## config.mk

```make
export PLATFORM = sky130hd
export DESIGN_NAME = epoch_seconds_to_calendar
export DESIGN_NICKNAME = d
export VERILOG_FILES = /design/src/rtl/core/ecal_pkg.sv /design/src/rtl/core/epoch_seconds_to_calendar.sv
export VERILOG_INCLUDE_DIRS = /design/src /design/src/rtl/core
export SDC_FILE = /design/constraint.sdc
export NUM_CORES = 1
export LEC_CHECK = 0
export BUFFER_PORTS_ARGS = -buffer_cell sky130_fd_sc_hd__buf_2
export CORE_ASPECT_RATIO = 1.5
export CORE_UTILIZATION = 59
export CTS_CLUSTER_SIZE = 24
export DETAILED_ROUTE_END_ITERATION = 7
export GPL_ROUTABILITY_DRIVEN = 0
export PLACE_DENSITY = 0.89
export SYNTH_ARGS = -nofsm -noshare
export SYNTH_HDL_FRONTEND = slang
export SYNTH_SLANG_ARGS = --single-unit
export TNS_END_PERCENT = 1
```

## constraint.sdc

```tcl
create_clock -name clk -period 10.1 [get_ports clk]
set_clock_uncertainty 0.1 [all_clocks]
set_input_delay 1.01 -clock clk [delete_from_list [all_inputs] [get_ports clk]]
set_output_delay 1.01 -clock clk [all_outputs]
set_load 0.01 [all_outputs]
```

## src/rtl/core/epoch_seconds_to_calendar_assert.svh

```systemverilog
// ---------------------------------------------------------------------------
// Assertion macros for the epoch seconds to calendar converter
// Shorthand for clocked checks, disabled while reset is asserted.
// ---------------------------------------------------------------------------
`ifndef EPOCH_SECONDS_TO_CALENDAR_ASSERT_SVH
`define EPOCH_SECONDS_TO_CALENDAR_ASSERT_SVH

// Same-cycle implication check
`define ECAL_CHECK(lbl, ante, cons, msg) \
  lbl: assert property (@(posedge clk) disable iff (rst) (ante) |-> (cons)) else $error(msg);

// Implication check starting in the cycle after the antecedent
`define ECAL_CHECK_NEXT(lbl, ante, cons, msg) \
  lbl: assert property (@(posedge clk) disable iff (rst) (ante) |=> (cons)) else $error(msg);

`endif

```

## src/rtl/core/ecal_pkg.sv

```systemverilog
// ---------------------------------------------------------------------------
// ecal_pkg
// Constants and month tables for the epoch seconds to calendar converter.
// ---------------------------------------------------------------------------
package ecal_pkg;

  // Range limits in seconds since 1970
  localparam logic [31:0] BASE_OFFSET = 32'd63072000;   // 1972-01-01
  localparam logic [31:0] END_OFFSET  = 32'd4102444800; // 2100-01-01

  localparam logic [11:0] BASE_YEAR    = 12'd1972;
  localparam logic [6:0]  FAT_YEAR_ADJ = 7'd8;           // 1980 - 1972

  // Reciprocals, rounded down; each quotient is fixed up by one compare
  localparam logic [25:0] RECIP_675  = 26'd50903316;    // 2^35 / 675
  localparam int          SHIFT_675  = 35;
  localparam logic [15:0] RECIP_1461 = 16'd45933;       // 2^26 / 1461
  localparam int          SHIFT_1461 = 26;
  localparam logic [16:0] RECIP_60_T = 17'd69905;       // 2^22 / 60
  localparam int          SHIFT_60_T = 22;
  localparam logic [10:0] RECIP_60_M = 11'd1092;        // 2^16 / 60
  localparam int          SHIFT_60_M = 16;

  localparam logic [9:0]  DAY_SECS_HI = 10'd675;        // 86400 / 128
  localparam logic [10:0] CYCLE_DAYS  = 11'd1461;

  // Days before the first of each month, month index 0..11
  function automatic logic [8:0] cum_days(input logic leap, input logic [3:0] idx);
    logic [8:0] base;
    begin
      case (idx)
        4'd0:    base = 9'd0;
        4'd1:    base = 9'd31;
        4'd2:    base = 9'd59;
        4'd3:    base = 9'd90;
        4'd4:    base = 9'd120;
        4'd5:    base = 9'd151;
        4'd6:    base = 9'd181;
        4'd7:    base = 9'd212;
        4'd8:    base = 9'd243;
        4'd9:    base = 9'd273;
        4'd10:   base = 9'd304;
        4'd11:   base = 9'd334;
        default: base = 9'd0;
      endcase
      if (leap && idx >= 4'd2) begin
        base = base + 9'd1;
      end
      return base;
    end
  endfunction

endpackage

```

## src/rtl/core/epoch_seconds_to_calendar.sv

```systemverilog
// ---------------------------------------------------------------------------
// epoch_seconds_to_calendar
// Pipelined conversion of a seconds count to calendar and FAT date/time.
// ---------------------------------------------------------------------------
// Usage:
//   Input channel: drive epoch_seconds and raise start; the item is taken at
//   any rising edge where start is high and busy is low. busy is only high
//   during reset, so one item may enter every cycle.
//   Result channel: done is high for exactly one cycle with all result
//   ports valid; the receiver must take it then, it cannot stall.
//   done rises together with the output register, once the item has passed
//   through stage registers s1 to s6.
//   Throughput: one item per cycle, set by a seven-stage pipeline
//   (range check, day divide, day fix-up, cycle and minute divide,
//   their fix-ups, year/hour split, month search and output register).
//   Items outside 1972..2099 give out_of_range high and all other fields 0.
//   Reset (synchronous) empties the pipeline; items in flight are dropped.
// ---------------------------------------------------------------------------
`include "epoch_seconds_to_calendar_assert.svh"

module epoch_seconds_to_calendar (
  input  logic        clk,
  input  logic        rst,
  input  logic        start,
  output logic        busy,
  input  logic [31:0] epoch_seconds,
  output logic        done,
  output logic [11:0] year,
  output logic [3:0]  month,
  output logic [4:0]  day_of_month,
  output logic [4:0]  hour,
  output logic [5:0]  minute,
  output logic [5:0]  second,
  output logic [15:0] fat_date,
  output logic [15:0] fat_time,
  output logic        out_of_range
);

  // Valid bits, one per stage
  logic [6:0] vld;

  // Stage 1 registers
  logic [31:0] s1_rel;
  logic        s1_oor;
  // Stage 2 registers
  logic [24:0] s2_hi;
  logic [6:0]  s2_lo;
  logic [15:0] s2_q;
  logic        s2_oor;
  // Stage 3 registers
  logic [15:0] s3_day;
  logic [16:0] s3_tod;
  logic        s3_oor;
  // Stage 4 registers
  logic [15:0] s4_day;
  logic [16:0] s4_tod;
  logic [5:0]  s4_cyc;
  logic [11:0] s4_mins;
  logic        s4_oor;
  // Stage 5 registers
  logic [10:0] s5_dc;
  logic [5:0]  s5_cyc;
  logic [10:0] s5_mins;
  logic [5:0]  s5_ss;
  logic        s5_oor;
  // Stage 6 registers
  logic [8:0]  s6_doy;
  logic        s6_leap;
  logic [6:0]  s6_yi;
  logic [5:0]  s6_hh;
  logic [10:0] s6_mins;
  logic [5:0]  s6_ss;
  logic        s6_oor;

  // Next values
  logic [31:0] rel_next;
  logic        oor_next;
  logic [50:0] prod_675;
  logic [24:0] rem_675_full;
  logic [10:0] rem_675;
  logic [15:0] day_next;
  logic [9:0]  rem_day_next;
  logic [31:0] prod_1461;
  logic [33:0] prod_60_t;
  logic [15:0] dc_full;
  logic [10:0] dc_raw;
  logic [10:0] dc_next;
  logic [5:0]  cyc_next;
  logic [16:0] ss_full;
  logic [6:0]  ss_raw;
  logic [5:0]  ss_next;
  logic [10:0] mins_next;
  logic [1:0]  yq_next;
  logic [8:0]  doy_next;
  logic [21:0] prod_60_m;
  logic [10:0] mm_full;
  logic [6:0]  mm_raw;
  logic [5:0]  mm_next;
  logic [4:0]  hh_next;
  logic [3:0]  mcount;
  logic [3:0]  month_next;
  logic [8:0]  dom_full;
  logic [4:0]  dom_next;
  logic [6:0]  fat_year;

  assign busy = rst;

  // Stage 1: offset from 1972 and range check
  always_comb begin
    rel_next = epoch_seconds - ecal_pkg::BASE_OFFSET;
    oor_next = (epoch_seconds < ecal_pkg::BASE_OFFSET) ||
               (epoch_seconds >= ecal_pkg::END_OFFSET);
  end

  // Stage 2: day count estimate, rel / 86400 = (rel >> 7) / 675
  assign prod_675 = s1_rel[31:7] * ecal_pkg::RECIP_675;

  // Stage 3: fix up day count, remainder forms time of day
  always_comb begin
    rem_675_full = s2_hi - 25'(s2_q * ecal_pkg::DAY_SECS_HI);
    rem_675      = rem_675_full[10:0];
    if (rem_675 >= {1'b0, ecal_pkg::DAY_SECS_HI}) begin
      day_next     = s2_q + 16'd1;
      rem_day_next = 10'(rem_675 - {1'b0, ecal_pkg::DAY_SECS_HI});
    end else begin
      day_next     = s2_q;
      rem_day_next = rem_675[9:0];
    end
  end

  // Stage 4: 4-year cycle estimate and minute estimate
  assign prod_1461 = s3_day * ecal_pkg::RECIP_1461;
  assign prod_60_t = s3_tod * ecal_pkg::RECIP_60_T;

  // Stage 5: fix up cycle and minute counts
  always_comb begin
    dc_full = s4_day - 16'(s4_cyc * ecal_pkg::CYCLE_DAYS);
    dc_raw  = dc_full[10:0];
    if (dc_raw >= ecal_pkg::CYCLE_DAYS) begin
      dc_next  = dc_raw - ecal_pkg::CYCLE_DAYS;
      cyc_next = s4_cyc + 6'd1;
    end else begin
      dc_next  = dc_raw;
      cyc_next = s4_cyc;
    end
    ss_full = s4_tod - 17'(s4_mins * 6'd60);
    ss_raw  = ss_full[6:0];
    if (ss_raw >= 7'd60) begin
      ss_next   = 6'(ss_raw - 7'd60);
      mins_next = s4_mins[10:0] + 11'd1;
    end else begin
      ss_next   = ss_raw[5:0];
      mins_next = s4_mins[10:0];
    end
  end

  // Stage 6: year within cycle, day of year, hour estimate
  always_comb begin
    if (s5_dc <= 11'd365) begin
      yq_next  = 2'd0;
      doy_next = 9'(s5_dc + 11'd1);
    end else if (s5_dc <= 11'd730) begin
      yq_next  = 2'd1;
      doy_next = 9'(s5_dc - 11'd365);
    end else if (s5_dc <= 11'd1095) begin
      yq_next  = 2'd2;
      doy_next = 9'(s5_dc - 11'd730);
    end else begin
      yq_next  = 2'd3;
      doy_next = 9'(s5_dc - 11'd1095);
    end
  end

  assign prod_60_m = s5_mins * ecal_pkg::RECIP_60_M;

  // Stage 7: month search, day of month, hour fix-up
  always_comb begin
    mcount = 4'd0;
    for (int i = 1; i < 12; i++) begin
      if (s6_doy > ecal_pkg::cum_days(s6_leap, 4'(i))) begin
        mcount = mcount + 4'd1;
      end
    end
    month_next = mcount + 4'd1;
    dom_full   = s6_doy - ecal_pkg::cum_days(s6_leap, mcount);
    dom_next   = dom_full[4:0];
    mm_full    = s6_mins - 11'(s6_hh * 6'd60);
    mm_raw     = mm_full[6:0];
    if (mm_raw >= 7'd60) begin
      mm_next = 6'(mm_raw - 7'd60);
      hh_next = 5'(s6_hh + 6'd1);
    end else begin
      mm_next = mm_raw[5:0];
      hh_next = s6_hh[4:0];
    end
    fat_year = s6_yi - ecal_pkg::FAT_YEAR_ADJ;
  end

  // Valid pipeline
  always_ff @(posedge clk) begin
    if (rst) begin
      vld <= '0;
    end else begin
      vld <= {vld[5:0], start & ~busy};
    end
  end

  // Data pipeline
  always_ff @(posedge clk) begin
    s1_rel  <= rel_next;
    s1_oor  <= oor_next;

    s2_hi   <= s1_rel[31:7];
    s2_lo   <= s1_rel[6:0];
    s2_q    <= prod_675[50:ecal_pkg::SHIFT_675];
    s2_oor  <= s1_oor;

    s3_day  <= day_next;
    s3_tod  <= {rem_day_next, s2_lo};
    s3_oor  <= s2_oor;

    s4_day  <= s3_day;
    s4_tod  <= s3_tod;
    s4_cyc  <= prod_1461[31:ecal_pkg::SHIFT_1461];
    s4_mins <= prod_60_t[33:ecal_pkg::SHIFT_60_T];
    s4_oor  <= s3_oor;

    s5_dc   <= dc_next;
    s5_cyc  <= cyc_next;
    s5_mins <= mins_next;
    s5_ss   <= ss_next;
    s5_oor  <= s4_oor;

    s6_doy  <= doy_next;
    s6_leap <= (yq_next == 2'd0);
    s6_yi   <= {s5_cyc[4:0], yq_next};
    s6_hh   <= prod_60_m[21:ecal_pkg::SHIFT_60_M];
    s6_mins <= s5_mins;
    s6_ss   <= s5_ss;
    s6_oor  <= s5_oor;

    // Output register, fields forced to zero when out of range
    out_of_range <= s6_oor;
    if (s6_oor) begin
      year         <= '0;
      month        <= '0;
      day_of_month <= '0;
      hour         <= '0;
      minute       <= '0;
      second       <= '0;
      fat_date     <= '0;
      fat_time     <= '0;
    end else begin
      year         <= ecal_pkg::BASE_YEAR + 12'(s6_yi);
      month        <= month_next;
      day_of_month <= dom_next;
      hour         <= hh_next;
      minute       <= mm_next;
      second       <= s6_ss;
      fat_date     <= {fat_year, month_next, dom_next};
      fat_time     <= {hh_next, mm_next, s6_ss[5:1]};
    end
  end

  assign done = vld[6];

  // Checks
  `ECAL_CHECK_NEXT(a_latency, start && !busy, ##6 done, "item did not emerge after pipeline latency")
  `ECAL_CHECK(a_date_ok, done && !out_of_range, month >= 4'd1 && month <= 4'd12 && day_of_month >= 5'd1, "bad month or day")
  `ECAL_CHECK(a_time_ok, done, hour <= 5'd23 && minute <= 6'd59 && second <= 6'd59, "time of day out of range")
  `ECAL_CHECK(a_oor_zero, done && out_of_range, year == 12'd0 && fat_date == 16'd0 && fat_time == 16'd0, "fields not cleared when out of range")

endmodule
```

==> results of run 1 <==
## through the flow
step	setup TNS, ps	setup slack (ps)	instance area [µm²]	cells
floorplan	0	547.0	28780	2850
global placement	0	169.3	29860	3561
detailed placement	-257.5	-257.5	29860	3561
CTS	0	11.57	30770	3612
global route	-170.0	-170.0	30980	3624
finish	0	253.6	30980	3624
## registers in the layout, summed over array words and instances, names as in the netlist, 6 cells and up
register and count:
s5_ss 6, year 12, vld 7, s4_tod 7, s2_hi 11, s5_dc 11, s2_q 16, s6_mins 7
s6_yi 7, s2_lo 7, s4_cyc 6, s6_doy 9, s3_tod 17, s4_mins 11, fat_date 7, s1_rel 32
s3_day 16, s5_mins 11, s4_day 11, s6_ss 6
## worst max path at each step
stage / end / depth (start not counted) / slack, ps
2_1_floorplan: fat_date[4] / 52 / 550
3_3_place_gp: fat_date[4] / 51 / 170
3_5_place_dp: fat_date[4] / 51 / -260
4_1_cts: fat_date[4] / 51 / 10
5_1_grt: fat_date[4] / 48 / -170
6_report: fat_date[4] / 48 / 250
## layout by cell type, fill, tap and decap left out, types with 65 or more instances in the layout
master and n:
nand2_1 100, ha_1 675, buf_2 107, inv_1 569
xnor2_1 130, fa_1 309, nor2_1 118, a21oi_1 69
dfxtp_1 259, xor2_1 65
## area by class of cell
class,instances,share of cell area (%)
multi-input combinational,1965,68.66
sequential,259,16.74
inverter,572,6.939
tap,650,2.625
clock buffer,34,2.330
timing repair buffer,129,2.262
clock inverter,15,0.4483
## cell families (layout without fill, tap and decap cells)
group	after synthesis	in the layout	synth area share, %
adder cells (fa/ha/maj)	990	990	51.11
buffers and inverters	626	750	8.596
AND/OR/NAND/NOR	441	441	7.553
AO/OA/AOI/OAI	314	314	7.557
flip-flops	259	259	18.02
XOR/XNOR	204	204	6.561
multiplexers	16	16	0.6044
## metal layers
layer | track usage, % | vias to the layer above | share of wire, %
met4 | 17.01 | 0 | 7.0
met3 | 3.142 | 318 | 3.9
met1 | 23.74 | 9806 | 34
met5 | 0 | - | 0
li1 | - | 9538 | -
met2 | 51.73 | 638 | 55
## critical path: cells and delay by family (launching register included)
| family | cells | cell delay (ps) |
|---|---|---|
| xor gates and xnor gates | 7 | 1170 |
| muxes | 3 | 880 |
| and+or+nand+nor | 12 | 1820 |
| buffers and inverters | 2 | 250 |
| adders and majority gates | 8 | 2020 |
| AOI/OAI and AO/OA | 16 | 3170 |
| DFF | 1 | 340 |
## timing repair
item,4_1_cts,5_1_grt
setup buffers,2,12
hold buffers,0,0
endpoints found under the setup margin,1,3
pin swaps,1,14
gates resized for setup,5,25
==> out/results.txt, run 1 <==
WL/cell - 17.28 µm
syn_nets - 3875
largest area contributor in the netlist - ha_1
IO buf count - 107
synth unique cells - 84
worst min-delay path category - register to register
most frequent cell after synthesis - ha_1
dpl hpwl - 51.02 mm
number of flops mapped to enable cells by yosys - 0
area occupied by multi-input gates - 21270 µm²
starting density of the core - 60.02%
Die Y - 272.5 µm
vias in the first global route - 22387
Clock Latency Late Sink - 570 ps
Final Cycle Share - 97.49%
Max FO, Critical Path - 7
Overflow after GRT - 0
post-synth top area share - 29.61%
Max transition margin - 18.86%
Final Max Tran Viols - 0
flop-to-flop setup slack - 250 ps
DRT antenna net count - 0
Mean Syn Cell Area - 10.10 µm²
initial antenna violation count - 0
CTS tree - yes
Filler Cells Inserted - 3410
largest net degree at the start of global routing - 44
Core Util, Final - 64.62%
clock slew at reported path FFs - 60 ps
Worst Hold Endpoint - s3_tod[4]
Syn. warnings - 0
count of state elements after synthesis - 259
Worst Hold Launch - s2_lo[4]
wire length of the first global-routing pass - 102.7 mm
outcome - complete, no violations
core outline area - 47940 µm²
Final Hold Vio Count - 0
main area contributors after synthesis - ha_1, fa_1, dfxtp_1
hold depth - 0
Routed Wire Length - 62.62 mm
cell area after synthesis - 28780 µm²
Vias - 20300
Seq/Total Area, Yosys - 18.02%
CP Class - register to register
Via density - 5.602
1st-iter DRT viols - 1120
CP arrival - 10230 ps
Final min period - 9846 ps
Post-route DRC - 0
worst r2r path cells - 48
CTS H-tree lvls - 1
crit end category - register
WP data required - 10480 ps
total CTS buffers - 27
Area Growth Syn to Fin - 7.661%
First-pass DRT Iterations - 6
maximum clock path buffer count - 3
final setup fails - 0
# rows - 98
Post-synth top flop - dfxtp_1
R2R Path Start - s6_leap
total of max-cap violations - 0
antenna cells - 0
cell count after synthesis - 2850
Crit. Startpoint - s6_leap
Die Width - 182.3 µm
# IOs - 108
top cell types by occurrence after synthesis - ha_1, inv_1, fa_1
fmax - 0.1016 GHz
full die area - 49680 µm²
WHS - 219.5 ps
Worst R2R End - fat_date[4]
ys async rst share - 0%
final net count - 3979
share of cells above drive strength 1 - 7.868%
CTS Sinks - 259
delay of the slowest critical-path stage - 410 ps
Worst path slowest cell - or3_4
slew at the pin with the worst max-slew slack - 1207 ps
Crit path top cell by count - ha_1
Storage cell area - 5185 µm²
GRT Resource Usage Total - 25.73%
clk root buf - clkbuf_16
Worst Setup Start Kind - register
Power of run 1 is not shown: default switching activity piles up to over one toggle a cycle in this logic, so the estimate is an artifact.
==> run 2: changes to the inputs <==
--- a/config.mk
+++ b/config.mk
@@ -13,4 +13,5 @@
 export DETAILED_ROUTE_END_ITERATION = 7
 export GPL_ROUTABILITY_DRIVEN = 0
+export GPL_TIMING_DRIVEN = 1
 export PLACE_DENSITY = 0.89
 export SYNTH_ARGS = -nofsm -noshare
==> constraint.sdc (replaced) <==
create_clock -name clk -period 10.1 [get_ports clk]
set_clock_uncertainty 0.1 [all_clocks]
set_input_delay 0 -clock clk [delete_from_list [all_inputs] [get_ports clk]]
set_output_delay 0 -clock clk [all_outputs]
set_load 0.01 [all_outputs]
==> run 2 against run 1 <==
- non-clock buffer count up 61
- flip-flop and latch count unchanged
- final cell count up 1.7%
- clock-buffer cell count unchanged
- design area up 2.0%
- via count up 2.6%
- setup slack better by 21 ps
- die area unchanged
- wire length up 4.2%
- register-to-register slack better by 20 ps
- critical path depth down 2
==> out/results.txt, run 2 (synthesis results as in run 1) <==
final setup fails - 0 (unchanged)
most common cell after layout, fill and taps aside - ha_1 (unchanged)
Clock Latency Late Sink - 570 ps (about the same)
CTS Sinks - 259 (unchanged)
Worst Setup Start Kind - register (unchanged)
initial antenna violation count - 0 (unchanged)
CTS H-tree lvls - 1 (unchanged)
starting density of the core - 60.02% (unchanged)
Biggest register - s1_rel (unchanged)
met1 wire length - 21.43 mm (was 21.21 mm)
IO buf count - 107 (unchanged)
# rows - 98 (unchanged)
setup TNS - 0 ps (unchanged)
kind of cell adding the most delay to the critical path - compound AO/OA/AOI/OAI gates (unchanged)
CP Class - register to register (unchanged)
CTS tree - yes (unchanged)
commonest cells after routing, fill and taps aside - ha_1, inv_1, fa_1 (unchanged)
DR WL met3 - 2.972 mm (was 2.429 mm)
total CTS buffers - 27 (unchanged)
WL/cell - 17.70 µm (was 17.28 µm)
clk root buf - clkbuf_16 (unchanged)
maximum clock path buffer count - 3 (unchanged)
metal2 WL - 35.69 mm (was 34.62 mm)
WP data required - 10480 ps (about the same)
dpl hpwl - 51.02 mm (unchanged)
Filler Cells Inserted - 3315 (was 3410)
First-pass DRT Iterations - 5 (was 6)
DRT antenna net count - 0 (unchanged)
max reg flops - 32 (unchanged)
Max FO, Critical Path - 6 (was 7)
Final Hold Vio Count - 0 (unchanged)
final net count - 4040 (was 3979)
Crit path top cell by count - ha_1 (unchanged)
Core Util, Final - 65.89% (was 64.62%)
top flop regs - s1_rel (32), s3_tod (17) (unchanged)
# IOs - 108 (unchanged)
Overflow after GRT - 0 (unchanged)
crit end category - register (unchanged)
Max transition margin - 19.40% (was 18.86%)
worst min-delay path category - primary input to register (was register to register)
GRT Resource Usage Total - 26.74% (was 25.73%)
full die area - 49680 µm² (unchanged)
Final Cycle Share - 97.28% (was 97.49%)
Final min period - 9826 ps (was 9846 ps)
Die Y - 272.5 µm (unchanged)
1st-iter DRT viols - 1039 (was 1120)
max layer used - met4 (unchanged)
Vias - 20832 (was 20300)
Routed Wire Length - 65.23 mm (was 62.62 mm)
share of cells above drive strength 1 - 7.710% (was 7.868%)
delay of the slowest critical-path stage - 510 ps (was 410 ps)
largest net degree at the start of global routing - 44 (unchanged)
Die Width - 182.3 µm (unchanged)
Worst path slowest cell - dfxtp_1 (was or3_4)
clock slew at reported path FFs - 60 ps (about the same)
Final Max Tran Viols - 0 (unchanged)
slew at the pin with the worst max-slew slack - 1199 ps (was 1207 ps)
Via density - 5.653 (was 5.602)
fmax - 0.1018 GHz (was 0.1016 GHz)
CP arrival - 10210 ps (was 10230 ps)
CP Buf/Inv Count - 1 (was 2)
Area Growth Syn to Fin - 9.783% (was 7.661%)
Post-route DRC - 0 (unchanged)
core outline area - 47940 µm² (unchanged)
antenna cells - 0 (unchanged)
vias in the first global route - 23001 (was 22387)
outcome - complete, no violations (unchanged)
wire length of the first global-routing pass - 106.3 mm (was 102.7 mm)
total of max-cap violations - 0 (unchanged)
## run 2: what timing repair did
item,CTS,global route
buffers inserted,2,12
endpoints found under the setup margin,1,3
gates resized for setup,5,25
hold buffers,61,0
endpoints found under the hold margin,40,0
pin swaps,1,14
## run 2: per-layer routing
layer / track usage (%) / vias to the layer above
li1: - / 9655
met1: 24.35 / 10022
met2: 53.44 / 779
met3: 3.423 / 376
met4: 18.91 / 0
met5: 0 / -
## run 2: worst paths after layout
kind / from / endpoint / slack, ps / cells past startpoint
setup reg to reg: s6_doy[1] / fat_date[4] / 270 / 46
hold / removal: epoch_seconds[8] / s1_rel[8] / 60 / 3
setup / recovery: s6_doy[1] / fat_date[4] / 270 / 46
hold reg to reg: s2_lo[4] / s3_tod[4] / 220 / 0
## run 2: worst min-delay path, delay by kind of cell
kind,cells,cell delay [ps]
buffers and inverters,3,680
## run 2: final cells by class
class                   count  area [µm²]  share of cell area [%]
clock buffers              34       721.9                   2.285
well taps                 650       813.3                   2.574
flip-flops and latches    259        5185                   16.41
inverters                 572        2150                   6.804
multi-input cells        1965       21270                   67.33
clock inverters            15       138.9                  0.4396
repair buffers            190        1311                   4.151
## run 2: per-stage QoR
step	hold WS [ps]	cells	area (µm²)	setup slack [ps]
floorplan	-72.28	2850	28780	547.0
global route	81.65	3685	31590	-167.3
detailed placement	3.589	3561	29860	-257.5
global placement	2.237	3561	29860	169.3
CTS	57.97	3673	31380	11.57
finish	64.63	3685	31590	274.4
Power of run 2 is left out for the same reason.
